===== src/rtl/core/xsu_pkg.sv =====
// Shared types and codes for the cross-reference stream entry unpacker.
// Used by xsu_entry_core and xref_stream_entry_unpacker_top; no dependencies.
package xsu_pkg;

	localparam int OBJ_W     = 24;
	localparam int BASE_W    = 23;
	localparam int COUNT_W   = 24;
	localparam int FIELD_W   = 64;
	localparam int CFG_W     = 4;
	localparam int CFG_IDX_W = 2;

	// Register indexes of the write port
	localparam logic [CFG_IDX_W-1:0] CFG_TYPE_WIDTH   = 2'd0;
	localparam logic [CFG_IDX_W-1:0] CFG_FIRST_WIDTH  = 2'd1;
	localparam logic [CFG_IDX_W-1:0] CFG_SECOND_WIDTH = 2'd2;

	// Item kinds
	localparam logic MODE_SECTION = 1'b0;
	localparam logic MODE_DATA    = 1'b1;

	// Reset widths
	localparam logic [CFG_W-1:0] TYPE_WIDTH_RST   = 4'd1;
	localparam logic [CFG_W-1:0] FIRST_WIDTH_RST  = 4'd2;
	localparam logic [CFG_W-1:0] SECOND_WIDTH_RST = 4'd1;

	typedef struct packed {
		logic               mode;
		logic [BASE_W-1:0]  section_first;
		logic [COUNT_W-1:0] section_count;
		logic [7:0]         data_byte;
	} item_t;

	typedef struct packed {
		logic [OBJ_W-1:0]   object_number;
		logic [FIELD_W-1:0] entry_type;
		logic [FIELD_W-1:0] field_one;
		logic [FIELD_W-1:0] field_two;
		logic               section_last;
		logic               status;
	} result_t;

endpackage


===== src/rtl/core/xsu_entry_core.sv =====
// Entry assembly state: field widths, byte position, accumulators and section tracking.
// Depends on xsu_pkg. Consumes one item per fire and returns its result in the same cycle.
module xsu_entry_core #(
	parameter int MAX_FIELD_BYTES = 8
) (
	input  logic                              clk,
	input  logic                              arst_n,
	input  logic                              cfg_we,
	input  logic [xsu_pkg::CFG_IDX_W-1:0]     cfg_index,
	input  logic [xsu_pkg::CFG_W-1:0]         cfg_data,
	input  logic                              fire,
	input  xsu_pkg::item_t                    item,
	output logic                              res_valid,
	output xsu_pkg::result_t                  res
);

	localparam int ACC_W = MAX_FIELD_BYTES * 8;
	localparam int POS_W = $clog2(3 * MAX_FIELD_BYTES + 1);
	localparam logic [xsu_pkg::CFG_W-1:0] MAX_W = xsu_pkg::CFG_W'(MAX_FIELD_BYTES);

	logic [xsu_pkg::CFG_W-1:0]   type_width_q, first_width_q, second_width_q;
	logic [POS_W-1:0]            pos_q;
	logic [ACC_W-1:0]            type_acc_q, first_acc_q, second_acc_q;
	logic [xsu_pkg::BASE_W-1:0]  base_q;
	logic [xsu_pkg::COUNT_W-1:0] remaining_q;
	logic [xsu_pkg::OBJ_W-1:0]   index_q;

	logic [POS_W-1:0] tw, fw, sw, bound_first, total, pos_next;
	logic [ACC_W-1:0] type_acc_d, first_acc_d, second_acc_d, byte_ext;
	logic             is_data, entry_done, section_open;

	always_comb begin
		tw = POS_W'((type_width_q   > MAX_W) ? MAX_W : type_width_q);
		fw = POS_W'((first_width_q  > MAX_W) ? MAX_W : first_width_q);
		sw = POS_W'((second_width_q > MAX_W) ? MAX_W : second_width_q);
		bound_first = tw + fw;
		total       = bound_first + sw;
		pos_next    = pos_q + POS_W'(1);
		byte_ext    = ACC_W'(item.data_byte);

		type_acc_d   = type_acc_q;
		first_acc_d  = first_acc_q;
		second_acc_d = second_acc_q;
		priority if (pos_q < tw) begin
			type_acc_d = (type_acc_q << 8) | byte_ext;
		end else if (pos_q < bound_first) begin
			first_acc_d = (first_acc_q << 8) | byte_ext;
		end else begin
			second_acc_d = (second_acc_q << 8) | byte_ext;
		end

		is_data      = (item.mode == xsu_pkg::MODE_DATA) && (total != '0);
		entry_done   = is_data && (pos_next == total);
		section_open = (remaining_q != '0);
		res_valid    = fire && entry_done;

		res.entry_type = xsu_pkg::FIELD_W'(type_acc_d);
		res.field_one  = xsu_pkg::FIELD_W'(first_acc_d);
		res.field_two  = xsu_pkg::FIELD_W'(second_acc_d);
		if (section_open) begin
			res.object_number = xsu_pkg::OBJ_W'({1'b0, base_q} + index_q);
			res.section_last  = (remaining_q == xsu_pkg::COUNT_W'(1));
			res.status        = 1'b0;
		end else begin
			res.object_number = '0;
			res.section_last  = 1'b0;
			res.status        = 1'b1;
		end
	end

	always_ff @(posedge clk or negedge arst_n) begin
		if (!arst_n) begin
			type_width_q   <= xsu_pkg::TYPE_WIDTH_RST;
			first_width_q  <= xsu_pkg::FIRST_WIDTH_RST;
			second_width_q <= xsu_pkg::SECOND_WIDTH_RST;
			pos_q          <= '0;
			type_acc_q     <= '0;
			first_acc_q    <= '0;
			second_acc_q   <= '0;
			base_q         <= '0;
			remaining_q    <= '0;
			index_q        <= '0;
		end else if (cfg_we) begin
			// a width change drops any partial entry
			unique case (cfg_index)
				xsu_pkg::CFG_TYPE_WIDTH: begin
					type_width_q <= cfg_data;
					pos_q <= '0;
					type_acc_q <= '0; first_acc_q <= '0; second_acc_q <= '0;
				end
				xsu_pkg::CFG_FIRST_WIDTH: begin
					first_width_q <= cfg_data;
					pos_q <= '0;
					type_acc_q <= '0; first_acc_q <= '0; second_acc_q <= '0;
				end
				xsu_pkg::CFG_SECOND_WIDTH: begin
					second_width_q <= cfg_data;
					pos_q <= '0;
					type_acc_q <= '0; first_acc_q <= '0; second_acc_q <= '0;
				end
				default: begin
				end
			endcase
		end else if (fire) begin
			if (item.mode == xsu_pkg::MODE_SECTION) begin
				pos_q        <= '0;
				type_acc_q   <= '0;
				first_acc_q  <= '0;
				second_acc_q <= '0;
				base_q       <= item.section_first;
				remaining_q  <= item.section_count;
				index_q      <= '0;
			end else if (entry_done) begin
				pos_q        <= '0;
				type_acc_q   <= '0;
				first_acc_q  <= '0;
				second_acc_q <= '0;
				if (section_open) begin
					index_q     <= index_q + xsu_pkg::OBJ_W'(1);
					remaining_q <= remaining_q - xsu_pkg::COUNT_W'(1);
				end
			end else if (is_data) begin
				pos_q        <= pos_next;
				type_acc_q   <= type_acc_d;
				first_acc_q  <= first_acc_d;
				second_acc_q <= second_acc_d;
			end
		end
	end

endmodule


===== src/rtl/core/xref_stream_entry_unpacker_top.sv =====
// Top level of the cross-reference stream entry unpacker.
// Depends on xsu_pkg and xsu_entry_core; holds the input stage and the output skid pair.
//
// Usage:
//   The host writes the three field widths (bytes, 0..8, larger values act as 8) on
//   the cfg port while no item is in flight; each write drops a partial entry.
//   Input items arrive on in_valid/in_stall: mode 0 opens a section with its first
//   object number and entry count, mode 1 carries one decoded stream byte.
//   When the last byte of an entry arrives, one result leaves on out_valid/out_stall
//   with the object number, the three field values, the section-last mark and a
//   status bit that flags an entry outside any open section.
//   A result passes through the input register, then the output register, waiting
//   in the skid register first while the receiver stalls.
//   Throughput: one item per cycle while in_stall is low; each byte is a shift-add
//   and counter update in the entry core between the input and output registers.
//   A stalled receiver first fills the skid register; in_stall rises only when
//   both output registers hold results and the input stage is occupied.
//   Reset restores widths 1/2/1, closes the section and clears all partial state.
module xref_stream_entry_unpacker_top #(
	parameter int MAX_FIELD_BYTES = 8
) (
	input  logic                            clk,
	input  logic                            arst_n,
	input  logic                            cfg_we,
	input  logic [xsu_pkg::CFG_IDX_W-1:0]   cfg_index,
	input  logic [xsu_pkg::CFG_W-1:0]       cfg_data,
	input  logic                            in_valid,
	output logic                            in_stall,
	input  logic                            mode,
	input  logic [xsu_pkg::BASE_W-1:0]      section_first,
	input  logic [xsu_pkg::COUNT_W-1:0]     section_count,
	input  logic [7:0]                      data_byte,
	output logic                            out_valid,
	input  logic                            out_stall,
	output logic [xsu_pkg::OBJ_W-1:0]       object_number,
	output logic [xsu_pkg::FIELD_W-1:0]     entry_type,
	output logic [xsu_pkg::FIELD_W-1:0]     field_one,
	output logic [xsu_pkg::FIELD_W-1:0]     field_two,
	output logic                            section_last,
	output logic                            status
);

	logic             valid_s1;
	xsu_pkg::item_t   item_s1;
	logic             fire_s1;
	logic             res_valid;
	xsu_pkg::result_t res;
	logic             out_valid_q, skid_valid_q;
	xsu_pkg::result_t out_q, skid_q;
	logic             out_take;

	assign fire_s1  = valid_s1 && !skid_valid_q;
	assign in_stall = valid_s1 && skid_valid_q;
	assign out_take = out_valid_q && !out_stall;

	always_ff @(posedge clk or negedge arst_n) begin
		if (!arst_n) begin
			valid_s1 <= 1'b0;
		end else if (!in_stall) begin
			valid_s1 <= in_valid;
		end
	end

	always_ff @(posedge clk) begin
		if (in_valid && !in_stall) begin
			item_s1.mode          <= mode;
			item_s1.section_first <= section_first;
			item_s1.section_count <= section_count;
			item_s1.data_byte     <= data_byte;
		end
	end

	xsu_entry_core #(
		.MAX_FIELD_BYTES(MAX_FIELD_BYTES)
	) u_core (
		.clk       (clk),
		.arst_n    (arst_n),
		.cfg_we    (cfg_we),
		.cfg_index (cfg_index),
		.cfg_data  (cfg_data),
		.fire      (fire_s1),
		.item      (item_s1),
		.res_valid (res_valid),
		.res       (res)
	);

	// out register plus skid; a push only happens while the skid is empty
	always_ff @(posedge clk or negedge arst_n) begin
		if (!arst_n) begin
			out_valid_q  <= 1'b0;
			skid_valid_q <= 1'b0;
		end else if (!out_valid_q || out_take) begin
			if (skid_valid_q) begin
				out_valid_q  <= 1'b1;
				skid_valid_q <= 1'b0;
			end else begin
				out_valid_q <= res_valid;
			end
		end else if (res_valid) begin
			skid_valid_q <= 1'b1;
		end
	end

	always_ff @(posedge clk) begin
		if (!out_valid_q || out_take) begin
			if (skid_valid_q) begin
				out_q <= skid_q;
			end else if (res_valid) begin
				out_q <= res;
			end
		end else if (res_valid) begin
			skid_q <= res;
		end
	end

	assign out_valid     = out_valid_q;
	assign object_number = out_q.object_number;
	assign entry_type    = out_q.entry_type;
	assign field_one     = out_q.field_one;
	assign field_two     = out_q.field_two;
	assign section_last  = out_q.section_last;
	assign status        = out_q.status;

	// skid never holds a result behind an empty output register
	a_skid_behind_out: assert property (@(posedge clk) disable iff (!arst_n)
		skid_valid_q |-> out_valid_q)
		else $error("skid holds a result while output register is empty");

	// the core only produces a result while the skid has room
	a_no_push_when_full: assert property (@(posedge clk) disable iff (!arst_n)
		res_valid |-> !skid_valid_q)
		else $error("result produced with skid full");

	// a section item never yields a result
	a_section_silent: assert property (@(posedge clk) disable iff (!arst_n)
		fire_s1 && item_s1.mode == xsu_pkg::MODE_SECTION |-> !res_valid)
		else $error("section item produced a result");

	// flagged entries carry no object number and no section mark
	a_flag_clean: assert property (@(posedge clk) disable iff (!arst_n)
		res_valid && res.status |-> res.object_number == '0 && !res.section_last)
		else $error("flagged entry carries section data");

	// a held result with a full skid must stall the input once it is occupied
	a_stall_when_full: assert property (@(posedge clk) disable iff (!arst_n)
		valid_s1 && skid_valid_q |-> in_stall)
		else $error("input not stalled with both output registers full");

endmodule


===== config.mk =====
export PLATFORM = sky130hd
export DESIGN_NAME = xref_stream_entry_unpacker_top
export DESIGN_NICKNAME = d
export VERILOG_FILES = /design/src/rtl/core/xsu_pkg.sv /design/src/rtl/core/xsu_entry_core.sv /design/src/rtl/core/xref_stream_entry_unpacker_top.sv
export SDC_FILE = /design/constraint.sdc
export NUM_CORES = 1
export LEC_CHECK = 0
export BUFFER_PORTS_ARGS = -buffer_cell sky130_fd_sc_hd__buf_4
export CORE_AREA = 2 2 350 248
export CTS_BUF_LIST = sky130_fd_sc_hd__clkbuf_4
export DETAILED_ROUTE_END_ITERATION = 12
export DIE_AREA = 0 0 352 250
export PLACE_DENSITY = 0.55
export SLEW_MARGIN = 30
export SYNTH_ARGS = -nofsm -noshare
export SYNTH_HDL_FRONTEND = slang
export SYNTH_HIERARCHICAL = 1
export SYNTH_SLANG_ARGS = --single-unit

===== constraint.sdc =====
create_clock -name clk -period 18.65 [get_ports clk]
set_input_delay 2.7975 -clock clk [delete_from_list [all_inputs] [get_ports clk]]
set_output_delay 2.7975 -clock clk [all_outputs]
set_load 0.005 [all_outputs]

; ---- Yosys cells after proc, flatten, opt, wreduce, memory -nomap -nowiden
; Cells that the tools add are included.
[classes]
add_sub_neg = 6
mul = 0
div_mod_pow = 0
magnitude_cmp = 5
n_eq_ne = 8
n_shift = 0
n_mux = 43
bitwise_logic = 6
reduce_logical = 27
[op_table]
columns = operator, count
row1 = 64-bit two-way mux, 21
row2 = 218-bit two-way mux, 2
row3 = 64-bit by 8-bit OR with 64-bit output, 3
row4 = 24-bit two-way mux, 7
row5 = 5-bit two-way mux, 6
row6 = 23-bit by 24-bit adder with 24-bit output, 1
row7 = 24-bit by 1-bit adder with 24-bit output (second input constant), 1
row8 = 24-bit by 1-bit equality test with 1-bit output (second input constant), 1
row9 = 24-bit nonzero test, 1
row10 = 24-bit by 1-bit subtractor with 24-bit output (second input constant), 1
row11 = 4-bit greater-than comparator (second input constant), 3
row12 = 4-bit two-way mux, 3
row13 = 5-bit adder, 2
row14 = 5-bit less-than comparator, 2
row15 = 2-bit AND reduction, 5
row16 = 1-bit logical AND, 7
row17 = 3-bit AND reduction, 2
row18 = 2-bit nonzero test, 3
row19 = 5-bit by 1-bit adder with 5-bit output (second input constant), 1
row20 = 5-bit equality test, 1
row21 = 5-bit nonzero test, 1
row22 = 1-bit zero test, 4
row23 = 2-bit by 1-bit inequality test with 1-bit output (second input constant), 2
row24 = 4-bit by 2-bit inequality test with 1-bit output (second input constant), 1
row25 = other kinds (10), 14
[word_totals]
regBits = 775
latchBits = 0
ram_bits = 0
mem_bits_ro = 0
out_inout_bits = 220
word_cells = 124
memories = 0

; ---- Depth between registers and ports, before layout
; Gate-level depths: netlist of run 1.
[logic_depth]
ltp_word = 11
ltp_mapped = 18
mapped_depth_nobuf = 15

; ---- Modules after synthesis
; The synthesis of run 1 kept the hierarchy.
[modules_own_cells]
columns = mod, instances, cells_per_inst, area_each_um2
row1 = xref_stream_entry_unpacker_top, 1, 746, 18139.9
row2 = xsu_entry_core, 1, 1395, 15506.1

; ---- Worst setup path after synthesis of run 1
; OpenSTA, ideal clock, no wires.
[synth_timing]
path_kind = register to register
start = reg u_core/type_width_q[0] in the netlist's numbering
end = reg out_q (netlist bit entry_type[0]) (enable)
setup_ns = 0.900
t_arrival_ns = 14.037
required_time_ns = 17.750
slack_ns = 3.713
path_stages_with_launch = 12
path_cell_list = dfstp_2 nor2b_1 ha_1 fa_1 fa_1 a21o_1 a21oi_2 xnor3_1 nor3_2 o21ai_0 nor2_1 a2bb2oi_1
[synth_between]
elab_chain_len = 10
[synth_lines]
columns = item, line_no
row1 = "start, declared", xsu_entry_core.sv:21  ; logic [xsu_pkg::CFG_W-1:0] type_width_q, first_width_q, second_width_q;
row2 = "start signal, assigned", xsu_entry_core.sv:73  ; type_width_q <= xsu_pkg::TYPE_WIDTH_RST;
row3 = "start signal, assigned", xsu_entry_core.sv:87  ; type_width_q <= cfg_data;
row4 = 4-bit greater-than comparator, xsu_entry_core.sv:33  ; tw = POS_W'((type_width_q > MAX_W) ? MAX_W : type_width_q);
row5 = 4-bit two-way mux *, xsu_entry_core.sv:33
row6 = 5-bit adder *, xsu_entry_core.sv:36  ; bound_first = tw + fw;
row7 = 5-bit adder *, xsu_entry_core.sv:37  ; total = bound_first + sw;
row8 = 5-bit nonzero test, xsu_entry_core.sv:52  ; is_data = (item.mode == xsu_pkg::MODE_DATA) && (total != '0);
row9 = 1-bit logical AND, xsu_entry_core.sv:52
row10 = 1-bit logical AND *, xsu_entry_core.sv:53  ; entry_done = is_data && (pos_next == total);
row11 = 1-bit logical AND *, xsu_entry_core.sv:55  ; res_valid = fire && entry_done;
row12 = via res_valid, xref_stream_entry_unpacker_top.sv:46  ; logic res_valid;
row13 = 2-bit nonzero test (no source line) *, --
row14 = 2-bit AND reduction (no source line) *, --
row15 = "end signal, assigned", xref_stream_entry_unpacker_top.sv:107  ; out_q <= skid_q;
row16 = "end signal, assigned", xref_stream_entry_unpacker_top.sv:109  ; out_q <= res;
row17 = "end, declared", xref_stream_entry_unpacker_top.sv:49  ; xsu_pkg::result_t out_q, skid_q;
; The timed path passes the listed nets; every way through them passes the cells marked *.
; A chain may end at the register's enable or synchronous reset.

; ---- Final worst setup path of run 1
[layout_timing]
start = reg u_core/type_width_q[0] in the netlist's numbering
end = reg skid_q[157] in the netlist's numbering (enable)
[layout_between]
elab_chain_len = 9
[layout_lines]
columns = item, line_no
row1 = 4-bit greater-than comparator, xsu_entry_core.sv:33
row2 = 4-bit two-way mux *, xsu_entry_core.sv:33
row3 = 5-bit adder *, xsu_entry_core.sv:36
row4 = 5-bit adder *, xsu_entry_core.sv:37
row5 = 5-bit nonzero test, xsu_entry_core.sv:52
row6 = 1-bit logical AND, xsu_entry_core.sv:52
row7 = 1-bit logical AND *, xsu_entry_core.sv:53
row8 = 1-bit logical AND *, xsu_entry_core.sv:55
row9 = via res_valid, xref_stream_entry_unpacker_top.sv:46
row10 = 2-bit AND reduction (no source line) *, --
row11 = "end signal, assigned", xref_stream_entry_unpacker_top.sv:112  ; skid_q <= res;
row12 = "end, declared", xref_stream_entry_unpacker_top.sv:49
; Marks and branches as above.

==> metrics.md, run 1 <==
| Metric | Value |
|---|---|
| Run status | `completed` |
| Total Die Area | `0.0880 mm^2` |
| Cell with the most instances after synthesis | `sky130_fd_sc_hd__edfxtp_1` |
| Largest stage delay on the critical path | `about 700 ps` |
| Worst min-delay path category | `flop to flop` |
| Post-synth top area share | `43.9%` |
| Summed instance area of the synthesized netlist | `between 0.03 and 0.04 mm^2` |
| Sink count of the clock tree | `775` |
| Synthesis-to-finish area growth | `17.3%` |
| CTS Hold Bufs | `0` |
| Worst VDD drop | `0.0464 mV` |
| DR WL/cell | `between 20 and 25 um` |
| Number of maximum-capacitance violations | `0` |
| Count of standard-cell rows | `90` |
| Largest net degree at the start of global routing | `128` |
| TritonRoute pass-1 iters | `5` |
| Initial antenna violation count | `8` |
| Average vias per placed instance | `5.14` |
| Vert. Die Dim | `250 um` |
| Most frequent cells after synthesis | `sky130_fd_sc_hd__edfxtp_1 (492), sky130_fd_sc_hd__dfrtp_1 (280), sky130_fd_sc_hd__mux2_2 (278)` |
| Synth unique cells | `77` |
| Placed wire-length estimate | `47.8 mm` |
| Post-route cell area | `between 0.03 and 0.04 mm^2` |
| Final layout net count | `2643` |
| Crit path time final | `5830 ps` |
| Core Box Area | `0.0850 mm^2` |
| Most used flip-flop cell after synthesis | `sky130_fd_sc_hd__edfxtp_1` |
| H-tree depth | `4` |
| Most frequent CP cell | `sky130_fd_sc_hd__fa_1` |
| Share of final-layout standard cells stronger than drive strength 1 | `41.4%` |
| Boundary pin count | `287` |
| Net count of the mapped netlist | `~2300` |
| Kind of end point of the critical path | `flop` |
| Routed metal-1 wirelength | `around 37 mm` |
| Startpoint type of the worst setup path | `flop` |
| Met2 routed WL | `~34 mm` |
| Number of remaining DRC errors | `0` |
| Share of the clock period used by the worst path | `31.3%` |
| Part of the Yosys area used for sequential elements | `between 60% and 70%` |
| Worst-path clk slew | `60 ps` |
| Post-Synthesis Cells | `around 2100` |
| Ordered cell list for the critical path | `nor2b_1, ha_1, fa_1, fa_1, a21o_1, a21oi_2, xnor3_1, nor3_2, o21ai_0, nor2_1, and3_4, buf_4, buf_6` |
| Number of hold-slack violations in the final timing report | `0` |
| Count of instances resized after the clock tree is built | `0` |
| Buffers from clock root to sink, at most | `3` |
| Horizontal die dimension | `roughly 350 um` |
| Maximum net fanout on the critical path | `76` |
| Async SR Flop Fraction | `36.5%` |
| Post-synth EDFFs | `just under 500` |
| Post-synthesis sequential element count | `approximately 780` |
| Arrival time worst endpoint | `approximately 6400 ps` |
| Yosys warnings | `6` |
| Remaining max-slew budget at the tightest pin | `35.1%` |
| Slew Viols, Final | `0` |
| Sum of negative setup slack | `0 ps` |
| Top achievable clock speed | `around 170 MHz` |
| Ranking of synthesized cells by area | `sky130_fd_sc_hd__edfxtp_1 (44%), sky130_fd_sc_hd__dfrtp_1 (21%), sky130_fd_sc_hd__mux2_2 (9.3%), sky130_fd_sc_hd__mux2_4 (6.4%), sky130_fd_sc_hd__a22o_1 (4.8%)` |
| RSZ-0062 raised after global routing | `false` |
| Cell type of the slowest stage on the worst timing path | `sky130_fd_sc_hd__and3_4` |
| Clock tree from TritonCTS | `yes` |
| All-Layer GR Usage | `17.4%` |
| CTS Root Buffer Type | `sky130_fd_sc_hd__clkbuf_4` |
| Number of CTS-inserted buffers | `195` |
| Count of routing violations after the opening detailed-route iteration | `roughly 1400` |
| Post-CTS setup buffer count | `0` |
| Final setup viols | `0` |
| Latest clock arrival within the worst-skew pair | `1060 ps` |
| Leakage component of the power | `roughly 16 nW` |
| Remaining global-route overflow | `0` |
| Port buffer count | `286` |
| Pwr Density | `102 mW/mm^2` |
| Design Power | `4.03 mW` |
| Critical Setup Path Class | `flop to flop` |
| Via count of the first global-routing pass | `roughly 20000` |
| Initial core utilization | `39.6%` |
| Req. time, crit path | `a little under 20000 ps` |
| Highest metal used | `met5` |
| Count of vias placed by the detailed router | `slightly below 20000` |
| Cell type with the highest aggregate area in the netlist | `sky130_fd_sc_hd__edfxtp_1` |
| First-pass GRT wire length | `between 100 and 150 mm` |
| Met3 wire len | `4.83 mm` |
| Antenna-violating nets left | `0` |
| Avg Inst Size Synth | `about 16 um^2` |
| Area after detailed placement | `approximately 0.037 mm^2` |
| Final WL | `approximately 77 mm` |
| Placer's final routability congestion estimate | `around 0.84` |
| Transition time at the pin with the least slew margin | `973 ps` |
| Clock skew after layout | `~98 ps` |
cells in the final DEF, fill, tap and decap left out, types with 36 or more instances in the layout:
master	count
sky130_fd_sc_hd__ha_1	42
sky130_fd_sc_hd__edfxtp_1	492
sky130_fd_sc_hd__buf_4	305
sky130_fd_sc_hd__nand3_1	38
sky130_fd_sc_hd__a21oi_1	36
sky130_fd_sc_hd__nor2_1	61
sky130_fd_sc_hd__mux2_4	143
sky130_fd_sc_hd__mux2_2	278
sky130_fd_sc_hd__a22o_1	186
sky130_fd_sc_hd__nand2_1	122
sky130_fd_sc_hd__clkbuf_4	311
sky130_fd_sc_hd__dfrtp_1	279
logic make-up (layout without fill, tap and decap cells):
family	count (synthesis)	count (layout)	share of synthesized area (%)
other	0	9	0
DFF	775	775	65.0
adders and majority gates	45	45	1.74
xor gates and xnor gates	30	30	0.844
and+or+nand+nor	360	360	5.49
buffers and inverters	141	698	2.52
AOI/OAI and AO/OA	364	364	8.60
muxes	426	426	15.8
routing by layer:
layer	vias to the layer above	track usage, %
met2	553	25.1
met4	6	5.89
met5	-	0
met3	117	4.89
li1	9158	-
met1	9982	25.1
final cells by class:
class | instances | area (um^2)
diodes | 9 | 22.5
flip-flops and latches | 775 | 21900
repair buffers | 313 | 2420
clock buffers | 311 | 2330
well taps | 1150 | 1440
clock inverters | 53 | 282
multi-input cells | 1225 | 11000
fillers | 7514 | 45500
inverters | 21 | 78.8
final timing paths:
check	startpoint	endpoint	slack [ps]	cells after the start
hold / removal	item_s1[36]$_DFFE_PP_	u_core/base_q[4]$_DFFE_PN0P_	440	2
setup reg to reg	u_core/type_width_q[0]$_DFFE_PN1P_	skid_q[157]$_DFFE_PP_	12820	13
setup / recovery	u_core/type_width_q[0]$_DFFE_PN1P_	skid_q[157]$_DFFE_PP_	12820	13
hold reg to reg	item_s1[36]$_DFFE_PP_	u_core/base_q[4]$_DFFE_PN0P_	440	2
max in group asynchronous	arst_n	u_core/second_acc_q[42]$_DFFE_PN0P_	15600	3
min in group asynchronous	arst_n	u_core/type_acc_q[58]$_DFFE_PN0P_	1750	1
sequential cells by signal, summed over array words and instances (netlist names):
register and cells:
u_core/base_q 23, u_core/second_acc_q 64, u_core/second_width_q 4, item_s1 56
u_core/index_q 24, section_last 1, u_core/type_width_q 4, entry_type 64
u_core/type_acc_q 64, field_one 64, u_core/first_width_q 4, u_core/remaining_q 24
skid_q 218, valid_s1 1, field_two 64, status 1
u_core/pos_q 5, skid_valid_q 1, object_number 24, u_core/first_acc_q 64
out_valid 1
critical path: cells and delay by family, from the launching register on:
| kind | cells | cell delay [ps] |
|---|---|---|
| xor gates and xnor gates | 1 | 370 |
| AOI/OAI and AO/OA | 3 | 590 |
| buffers and inverters | 2 | 1230 |
| DFF | 1 | 530 |
| and+or+nand+nor | 4 | 1400 |
| adders and majority gates | 3 | 1150 |
power by group:
group / switching [mW] / leakage, nW / internal (mW)
Clock: 0.703 / 1.56 / 0.774
Sequential: 0.0567 / 8.50 / 1.92
Combinational: 0.325 / 6.36 / 0.251
metrics by stage:
stage	hold WS, ps	setup slack [ps]	utilization [%]	instances
4_1_cts	440	12740	46.4	3847
3_3_place_gp	424	12660	43.3	3482
6_report	438	12820	46.4	3857
3_5_place_dp	423	12730	43.3	3483
5_1_grt	461	12440	46.4	3854
2_1_floorplan	415	3710	-	2141
Note: power is estimated with default switching activity, not from simulation.
==> run 2, diff against run 1 <==
Clock period 18.65 ns to 5.4 ns, I/O delays scaled along.
==> run 2 against run 1 <==
- combinational power grew to 3.6 times the previous value
- die area stayed put
- critical path depth stayed put
- non-clock buffer count is 65 higher
- maximum frequency is 31% higher
- clock skew is 27 ps lower
- critical endpoint is now skid_q[216]$_DFFE_PP_
==> metrics.md, run 2 (same netlist as run 1, synthesis figures left out) <==
| Metric | Value |
|---|---|
| Run status | `completed` |
| Number of remaining DRC errors | `0` |
| Buffers from clock root to sink, at most | `3` |
| Via count of the first global-routing pass | `20600` |
| Maximum net fanout on the critical path | `64` |
| Number of cells on the worst reg-to-reg path | `13` |
| Antenna-violating nets left | `0` |
| Synthesis-to-finish area growth | `19.5%` |
| Clock tree from TritonCTS | `yes` |
| Most common library cell in the layout ignoring fill and taps | `sky130_fd_sc_hd__edfxtp_1` |
| Req. time, crit path | `6070 ps` |
| Latest clock arrival within the worst-skew pair | `roughly 1100 ps` |
| Core Box Area | `0.0850 mm^2` |
| Remaining max-slew budget at the tightest pin | `36.6%` |
| Horizontal die dimension | `352 um` |
| First-pass GRT wire length | `122 mm` |
| Largest register FFs | `218` |
| RSZ-0062 raised after global routing | `false` |
| Final setup viols | `0` |
| Worst-path clk slew | `70 ps` |
| Startpoint type of the worst setup path | `flop` |
| Area of combinational cells with multiple inputs | `around 0.011 mm^2` |
| Count of instances resized after the clock tree is built | `0` |
| Worst r2r dst | `skid_q[216]$_DFFE_PP_` |
| Count of standard-cell rows | `90` |
| Slew Viols, Final | `0` |
| Leakage component of the power | `about 17 nW` |
| Boundary pin count | `287` |
| Worst Setup SP | `u_core/first_width_q[1]$_DFFE_PN1P_` |
| Top achievable clock speed | `225 MHz` |
| Place WS | `982 ps` |
| Worst R2R Setup Slack | `970 ps` |
| Post-route cell area | `0.0402 mm^2` |
| Average vias per placed instance | `5.11` |
| Top library cells by usage in the layout, fill and taps aside | `sky130_fd_sc_hd__edfxtp_1 (492), sky130_fd_sc_hd__buf_4 (299), sky130_fd_sc_hd__clkbuf_4 (288)` |
| Final layout net count | `2706` |
| H-tree depth | `4` |
| Number of maximum-capacitance violations | `0` |
| Share of final-layout standard cells stronger than drive strength 1 | `40.1%` |
| Number of CTS-inserted buffers | `~190` |
| Count of routing violations after the opening detailed-route iteration | `1458` |
| Remaining global-route overflow | `0` |
| CTS Root Buffer Type | `sky130_fd_sc_hd__clkbuf_4` |
| Total Die Area | `between 0.08 and 0.09 mm^2` |
| Initial core utilization | `39.6%` |
| Number of hold-slack violations in the final timing report | `0` |
| Pwr Density | `roughly 350 mW/mm^2` |
| Area used by sequential logic in the layout | `0.0219 mm^2` |
| Placer's final routability congestion estimate | `0.857` |
| Final WL | `78.5 mm` |
| Port buffer count | `~290` |
| Arrival time worst endpoint | `5100 ps` |
| Worst setup path endpoint | `skid_q[216]$_DFFE_PP_` |
| Largest net degree at the start of global routing | `approximately 100` |
| All-Layer GR Usage | `17.7%` |
| Initial antenna violation count | `9` |
| Vert. Die Dim | `~250 um` |
| FF-to-FF Start | `u_core/first_width_q[1]$_DFFE_PN1P_` |
| Fillcell total | `7464` |
| Placed wire-length estimate | `49.2 mm` |
| Critical Setup Path Class | `flop to flop` |
| TritonRoute pass-1 iters | `5` |
| Clock skew after layout | `~70 ps` |
| Count of vias placed by the detailed router | `roughly 20000` |
| Worst min-delay path category | `input port to flop` |
| Register with the most flip-flops | `skid_q` |
| Kind of end point of the critical path | `flop` |
| Sink count of the clock tree | `775` |
| Crit path setup slack, layout | `965 ps` |
| Transition time at the pin with the least slew margin | `951 ps` |
| Post-CTS setup buffer count | `0` |
| Worst VDD drop | `0.160 mV` |
| DR WL/cell | `20.0 um` |
| Crit path time final | `4430 ps` |
| Area after detailed placement | `0.0370 mm^2` |
| Share of the clock period used by the worst path | `82.1%` |
[run 2: repair_timing]
item | in CTS | in global routing
hold buffers | 63 | 0
endpoints found under the setup margin | 0 | 0
hold endpoints to repair | 163 | 0
[run 2: final cells by class]
cell class,instances,share of cell area (%)
Sequential cell,775,54.4
Multi-Input combinational cell,1225,27.5
Timing Repair Buffer,378,7.88
Clock buffer,288,5.38
Tap cell,1150,3.58
Clock inverter,76,0.987
Inverter,21,0.196
Antenna cell,6,0.0374
[run 2: worst min-delay path by stage]
stage,to,depth (start not counted),startpoint,slack [ps]
after global placement,u_core/base_q[5]$_DFFE_PN0P_,2,item_s1[37]$_DFFE_PP_,420
after floorplan,u_core/base_q[0]$_DFFE_PN0P_,2,item_s1[32]$_DFFE_PP_,410
final,u_core/type_width_q[3]$_DFFE_PN0P_,4,cfg_index[0],220
after CTS,u_core/type_width_q[3]$_DFFE_PN0P_,4,cfg_index[0],70
after detailed placement,u_core/base_q[0]$_DFFE_PN0P_,2,item_s1[32]$_DFFE_PP_,430
after global routing,u_core/type_width_q[3]$_DFFE_PN0P_,4,cfg_index[0],140
[run 2: critical path: stages (launching register included)]
cell and delay, ps:
sky130_fd_sc_hd__dfstp_2 530, sky130_fd_sc_hd__nor2b_1 240, sky130_fd_sc_hd__ha_1 270, sky130_fd_sc_hd__a21o_1 150, sky130_fd_sc_hd__a21oi_1 190, sky130_fd_sc_hd__xnor2_1 190, sky130_fd_sc_hd__ha_1 320, sky130_fd_sc_hd__a21oi_2 230
sky130_fd_sc_hd__xnor3_1 260, sky130_fd_sc_hd__nor3_2 180, sky130_fd_sc_hd__o21ai_1 140, sky130_fd_sc_hd__nor2_2 260, sky130_fd_sc_hd__and3_4 630, sky130_fd_sc_hd__buf_12 390
[run 2: where the power goes]
| group | total [mW] | switching, mW | leakage, nW | internal (mW) |
|---|---|---|---|---|
| registers | 6.84 | 0.203 | 8.50 | 6.63 |
| logic | 2.06 | 1.14 | 6.66 | 0.923 |
| clock network | 5.03 | 2.46 | 1.53 | 2.57 |
[run 2: routing by layer]
metal  vias to the layer above  global-route usage (%)  wire length (um)
met5                         -                       0                56
met4                        10                    5.44              1230
met3                       112                    4.97              4620
met2                       524                    25.7             34700
met1                     10100                    25.6             38000
li1                       9306                       -                 -
[run 2: per-stage QoR]
step	utilization [%]	power (mW)	TNS [ps]	hold slack [ps]	cells
3_5_place_dp	43.5	8.99	0	428	3486
2_1_floorplan	-	8.29	-341580	415	2141
3_3_place_gp	43.5	8.95	0	425	3485
4_1_cts	47.3	14.1	0	74.6	3913
6_report	47.3	13.9	0	217	3919
5_1_grt	47.3	14.7	0	137	3919
==> run 3, diff against run 2 <==
Settings changed: ABC_AREA from default to 1, CORE_AREA 2 2 350 248 to 2 2 357 253, DIE_AREA 0 0 352 250 to 0 0 359 255.
Clock period 5.4 ns to 4.35 ns, I/O delays scaled along.
==> run 3 against run 2 <==
- clock power grew 31%
- final area increased by 4.4%
- first-iteration DRC count is 64% higher
- sequential share of layout area fell by 2.3 points
- global-route usage increased by 3.4 points
- clock-buffer cell count up 22
==> metrics.md, run 3 <==
| Metric | Value |
|---|---|
| Run status | `completed` |
| First-pass GRT wire length | `~150 mm` |
| Startpoint type of the worst setup path | `flop` |
| Horizontal die dimension | `359 um` |
| Clock skew after layout | `61.6 ps` |
| Average vias per placed instance | `4.93` |
| Fraction of the core area covered by cells at the end of the flow | `47.3%` |
| Hold_ws | `approximately 170 ps` |
| Antenna-violating nets left | `0` |
| Clock tree from TritonCTS | `yes` |
| Total Die Area | `0.0915 mm^2` |
| Register with the most flip-flops | `skid_q` |
| Boundary pin count | `287` |
| Share of the clock period used by the worst path | `around 90%` |
| TritonRoute pass-1 iters | `6` |
| Area after detailed placement | `0.0385 mm^2` |
| Most common library cell in the layout ignoring fill and taps | `sky130_fd_sc_hd__nand2_1` |
| Pwr Density | `around 430 mW/mm^2` |
| Kind of end point of the critical path | `flop` |
| Post-route cell area | `0.0419 mm^2` |
| Count of routing violations after the opening detailed-route iteration | `2384` |
| DR WL/cell | `17.4 um` |
| Number of cells in the design after placement | `5139` |
| Largest net degree at the start of global routing | `approximately 180` |
| Initial antenna violation count | `3` |
| Avg Inst Size Synth | `~9.2 um^2` |
| Placed wire-length estimate | `61.0 mm` |
| Core Box Area | `about 0.089 mm^2` |
| Place WS | `362 ps` |
| Count of standard-cell rows | `between 90 and 100` |
| Adder-cell share of the synthesized area | `between 1.5 and 2%` |
| Worst min-delay path category | `input port to async pin` |
| Crit path setup slack, layout | `421 ps` |
| Latest clock arrival within the worst-skew pair | `~1100 ps` |
| Yosys warnings | `6` |
| Worst R2R Setup Slack | `420 ps` |
| Cell type with the highest aggregate area in the netlist | `sky130_fd_sc_hd__edfxtp_1` |
| Count of vias placed by the detailed router | `~28000` |
| Xor and xnor area share after synthesis | `0.575%` |
| Number of cells on the worst reg-to-reg path | `18` |
| Post-synth EDFFs | `492` |
| Crit path time final | `slightly below 4000 ps` |
| Number of remaining DRC errors | `0` |
| Worst-path clk slew | `70 ps` |
| Async SR Flop Fraction | `36.5%` |
| Ranking of synthesized cells by area | `sky130_fd_sc_hd__edfxtp_1 (42%), sky130_fd_sc_hd__dfrtp_1 (20%), sky130_fd_sc_hd__nand2_1 (19%), sky130_fd_sc_hd__nand3_1 (6.3%), sky130_fd_sc_hd__nor2_1 (2.0%)` |
| Req. time, crit path | `5090 ps` |
| Final setup viols | `0` |
| Number of CTS-inserted buffers | `193` |
| Net count of the mapped netlist | `3926` |
| Sink count of the clock tree | `roughly 780` |
| Transition time at the pin with the least slew margin | `between 800 and 900 ps` |
| Leakage component of the power | `between 15 and 20 nW` |
| Post-Synthesis Cells | `3814` |
| Simple-gate portion of the synthesized area | `28.1%` |
| Synth unique cells | `41` |
| Number of hold-slack violations in the final timing report | `0` |
| Arrival time worst endpoint | `4670 ps` |
| Remaining global-route overflow | `0` |
| Most frequent cells after synthesis | `sky130_fd_sc_hd__nand2_1 (1761), sky130_fd_sc_hd__edfxtp_1 (492), sky130_fd_sc_hd__nand3_1 (439)` |
| Critical Setup Path Class | `flop to flop` |
| H-tree depth | `4` |
| Part of the Yosys area used for sequential elements | `62.4%` |
| Dominant combinational cell family by area after synthesis | `simple AND/OR/NAND/NOR gates` |
| Initial core utilization | `39.5%` |
| Final layout net count | `between 4000 and 5000` |
| All-Layer GR Usage | `roughly a fifth` |
| Share of final-layout standard cells stronger than drive strength 1 | `16.0%` |
| Port buffer count | `~290` |
| Most used flip-flop cell after synthesis | `sky130_fd_sc_hd__edfxtp_1` |
| RSZ-0062 raised after global routing | `false` |
| Via count of the first global-routing pass | `26200` |
| Largest register FFs | `roughly 220` |
| Top achievable clock speed | `255 MHz` |
| Cell with the most instances after synthesis | `sky130_fd_sc_hd__nand2_1` |
| Worst VDD drop | `0.218 mV` |
| Post-synth top area share | `between 40% and 50%` |
| Share of the synthesized area in compound gates (AO/OA/AOI/OAI) | `between 2 and 3%` |
| Number of maximum-capacitance violations | `0` |
| Buffers from clock root to sink, at most | `3` |
| Synthesis-to-finish area growth | `19.6%` |
| CTS Root Buffer Type | `sky130_fd_sc_hd__clkbuf_4` |
| Placer's final routability congestion estimate | `~0.88` |
| Remaining max-slew budget at the tightest pin | `40.2%` |
| Summed instance area of the synthesized netlist | `0.0351 mm^2` |
| Worst r2r dst | `field_one[40]$_DFFE_PP_` |
| Maximum net fanout on the critical path | `46` |
| Multiplexer share of the synthesized area | `0.0286%` |
| Post-synthesis sequential element count | `775` |
| Slew Viols, Final | `0` |
| Vert. Die Dim | `255 um` |
| Top library cells by usage in the layout, fill and taps aside | `sky130_fd_sc_hd__nand2_1 (1759), sky130_fd_sc_hd__edfxtp_1 (492), sky130_fd_sc_hd__nand3_1 (438)` |
| FF-to-FF Start | `u_core/type_width_q[0]$_DFFE_PN1P_` |
| Final WL | `just under 100 mm` |
| Number of non-filler instances in the completed layout | `approximately 5600` |
## run 3: cells by family after synthesis
kind of cell / count (synthesis)
XOR/XNOR: 23
multiplexers: 1
buffers and inverters: 344
adder cells (fa/ha/maj): 45
AND/OR/NAND/NOR: 2445
flip-flops: 775
AO/OA/AOI/OAI: 181
## run 3: area by class of cell
cell class                 instances  area [um^2]
fill                            8575        46800
antenna                            4         10.0
clock buffer                     310         2330
inverter                         149          567
tap                             1175         1470
clock inverter                    57          364
timing repair buffer             419         3630
multi-input combinational       2695        11700
sequential                       775        21900
## run 3: stage by stage
step	TNS [ps]	total power, mW
floorplan	-804020	10.5
global placement	0	11.6
detailed placement	0	11.6
CTS	0	18.4
global route	0	19.1
finish	0	18.1
## run 3: how the worst max path moves through the flow
stage / cells after the start / slack (ps) / endpoint / from
6_report: 18 / 420 / field_one[40]$_DFFE_PP_ / u_core/type_width_q[0]$_DFFE_PN1P_
5_1_grt: 22 / 40 / field_one[40]$_DFFE_PP_ / u_core/type_width_q[3]$_DFFE_PN0P_
4_1_cts: 22 / 300 / field_one[40]$_DFFE_PP_ / u_core/type_width_q[0]$_DFFE_PN1P_
3_5_place_dp: 22 / 360 / field_one[39]$_DFFE_PP_ / u_core/type_width_q[0]$_DFFE_PN1P_
3_3_place_gp: 22 / 410 / field_one[39]$_DFFE_PP_ / u_core/type_width_q[0]$_DFFE_PN1P_
2_1_floorplan: 16 / -1850 / entry_type[0]$_DFFE_PP_ / u_core/type_width_q[0]$_DFFE_PN1P_
## run 3: report_power, final
part | leakage, nW | internal, mW | switching, mW
logic | 9.67 | 0.886 | 2.12
registers | 8.16 | 8.28 | 0.229
clock network | 1.58 | 3.44 | 3.15
total | 19.4 | 12.6 | 5.50
## run 3: what timing repair did
| item | 4_1_cts | 5_1_grt |
|---|---|---|
| hold buffers | 72 | 0 |
| hold endpoints to repair | 184 | 0 |
| setup buffers | 0 | 2 |
| endpoints found under the setup margin | 0 | 15 |
| gates resized for setup | 0 | 0 |
## run 3: layer usage
metal  wire length [um]  track usage [%]  part of all wire, %
met5                  0                0                    0
met4               1990             7.70                  2.1
met3               5100             3.40                  5.3
met2              41900             30.5                   43
met1              47900             32.0                   49
## run 3: critical path, stage by stage (launching register included)
cell and delay [ps]:
sky130_fd_sc_hd__dfstp_2 550, sky130_fd_sc_hd__inv_1 50, sky130_fd_sc_hd__nor2_1 90, sky130_fd_sc_hd__ha_1 200, sky130_fd_sc_hd__fa_1 480, sky130_fd_sc_hd__fa_1 480, sky130_fd_sc_hd__nor2_1 170, sky130_fd_sc_hd__nor2_1 80
sky130_fd_sc_hd__nand2_1 60, sky130_fd_sc_hd__nand2_1 50, sky130_fd_sc_hd__nor2_1 140, sky130_fd_sc_hd__nand2_1 70, sky130_fd_sc_hd__nor2_1 90, sky130_fd_sc_hd__nand2_1 90, sky130_fd_sc_hd__nor2_1 140, sky130_fd_sc_hd__nor2_1 110
sky130_fd_sc_hd__nor2_4 210, sky130_fd_sc_hd__buf_12 190, sky130_fd_sc_hd__buf_12 260
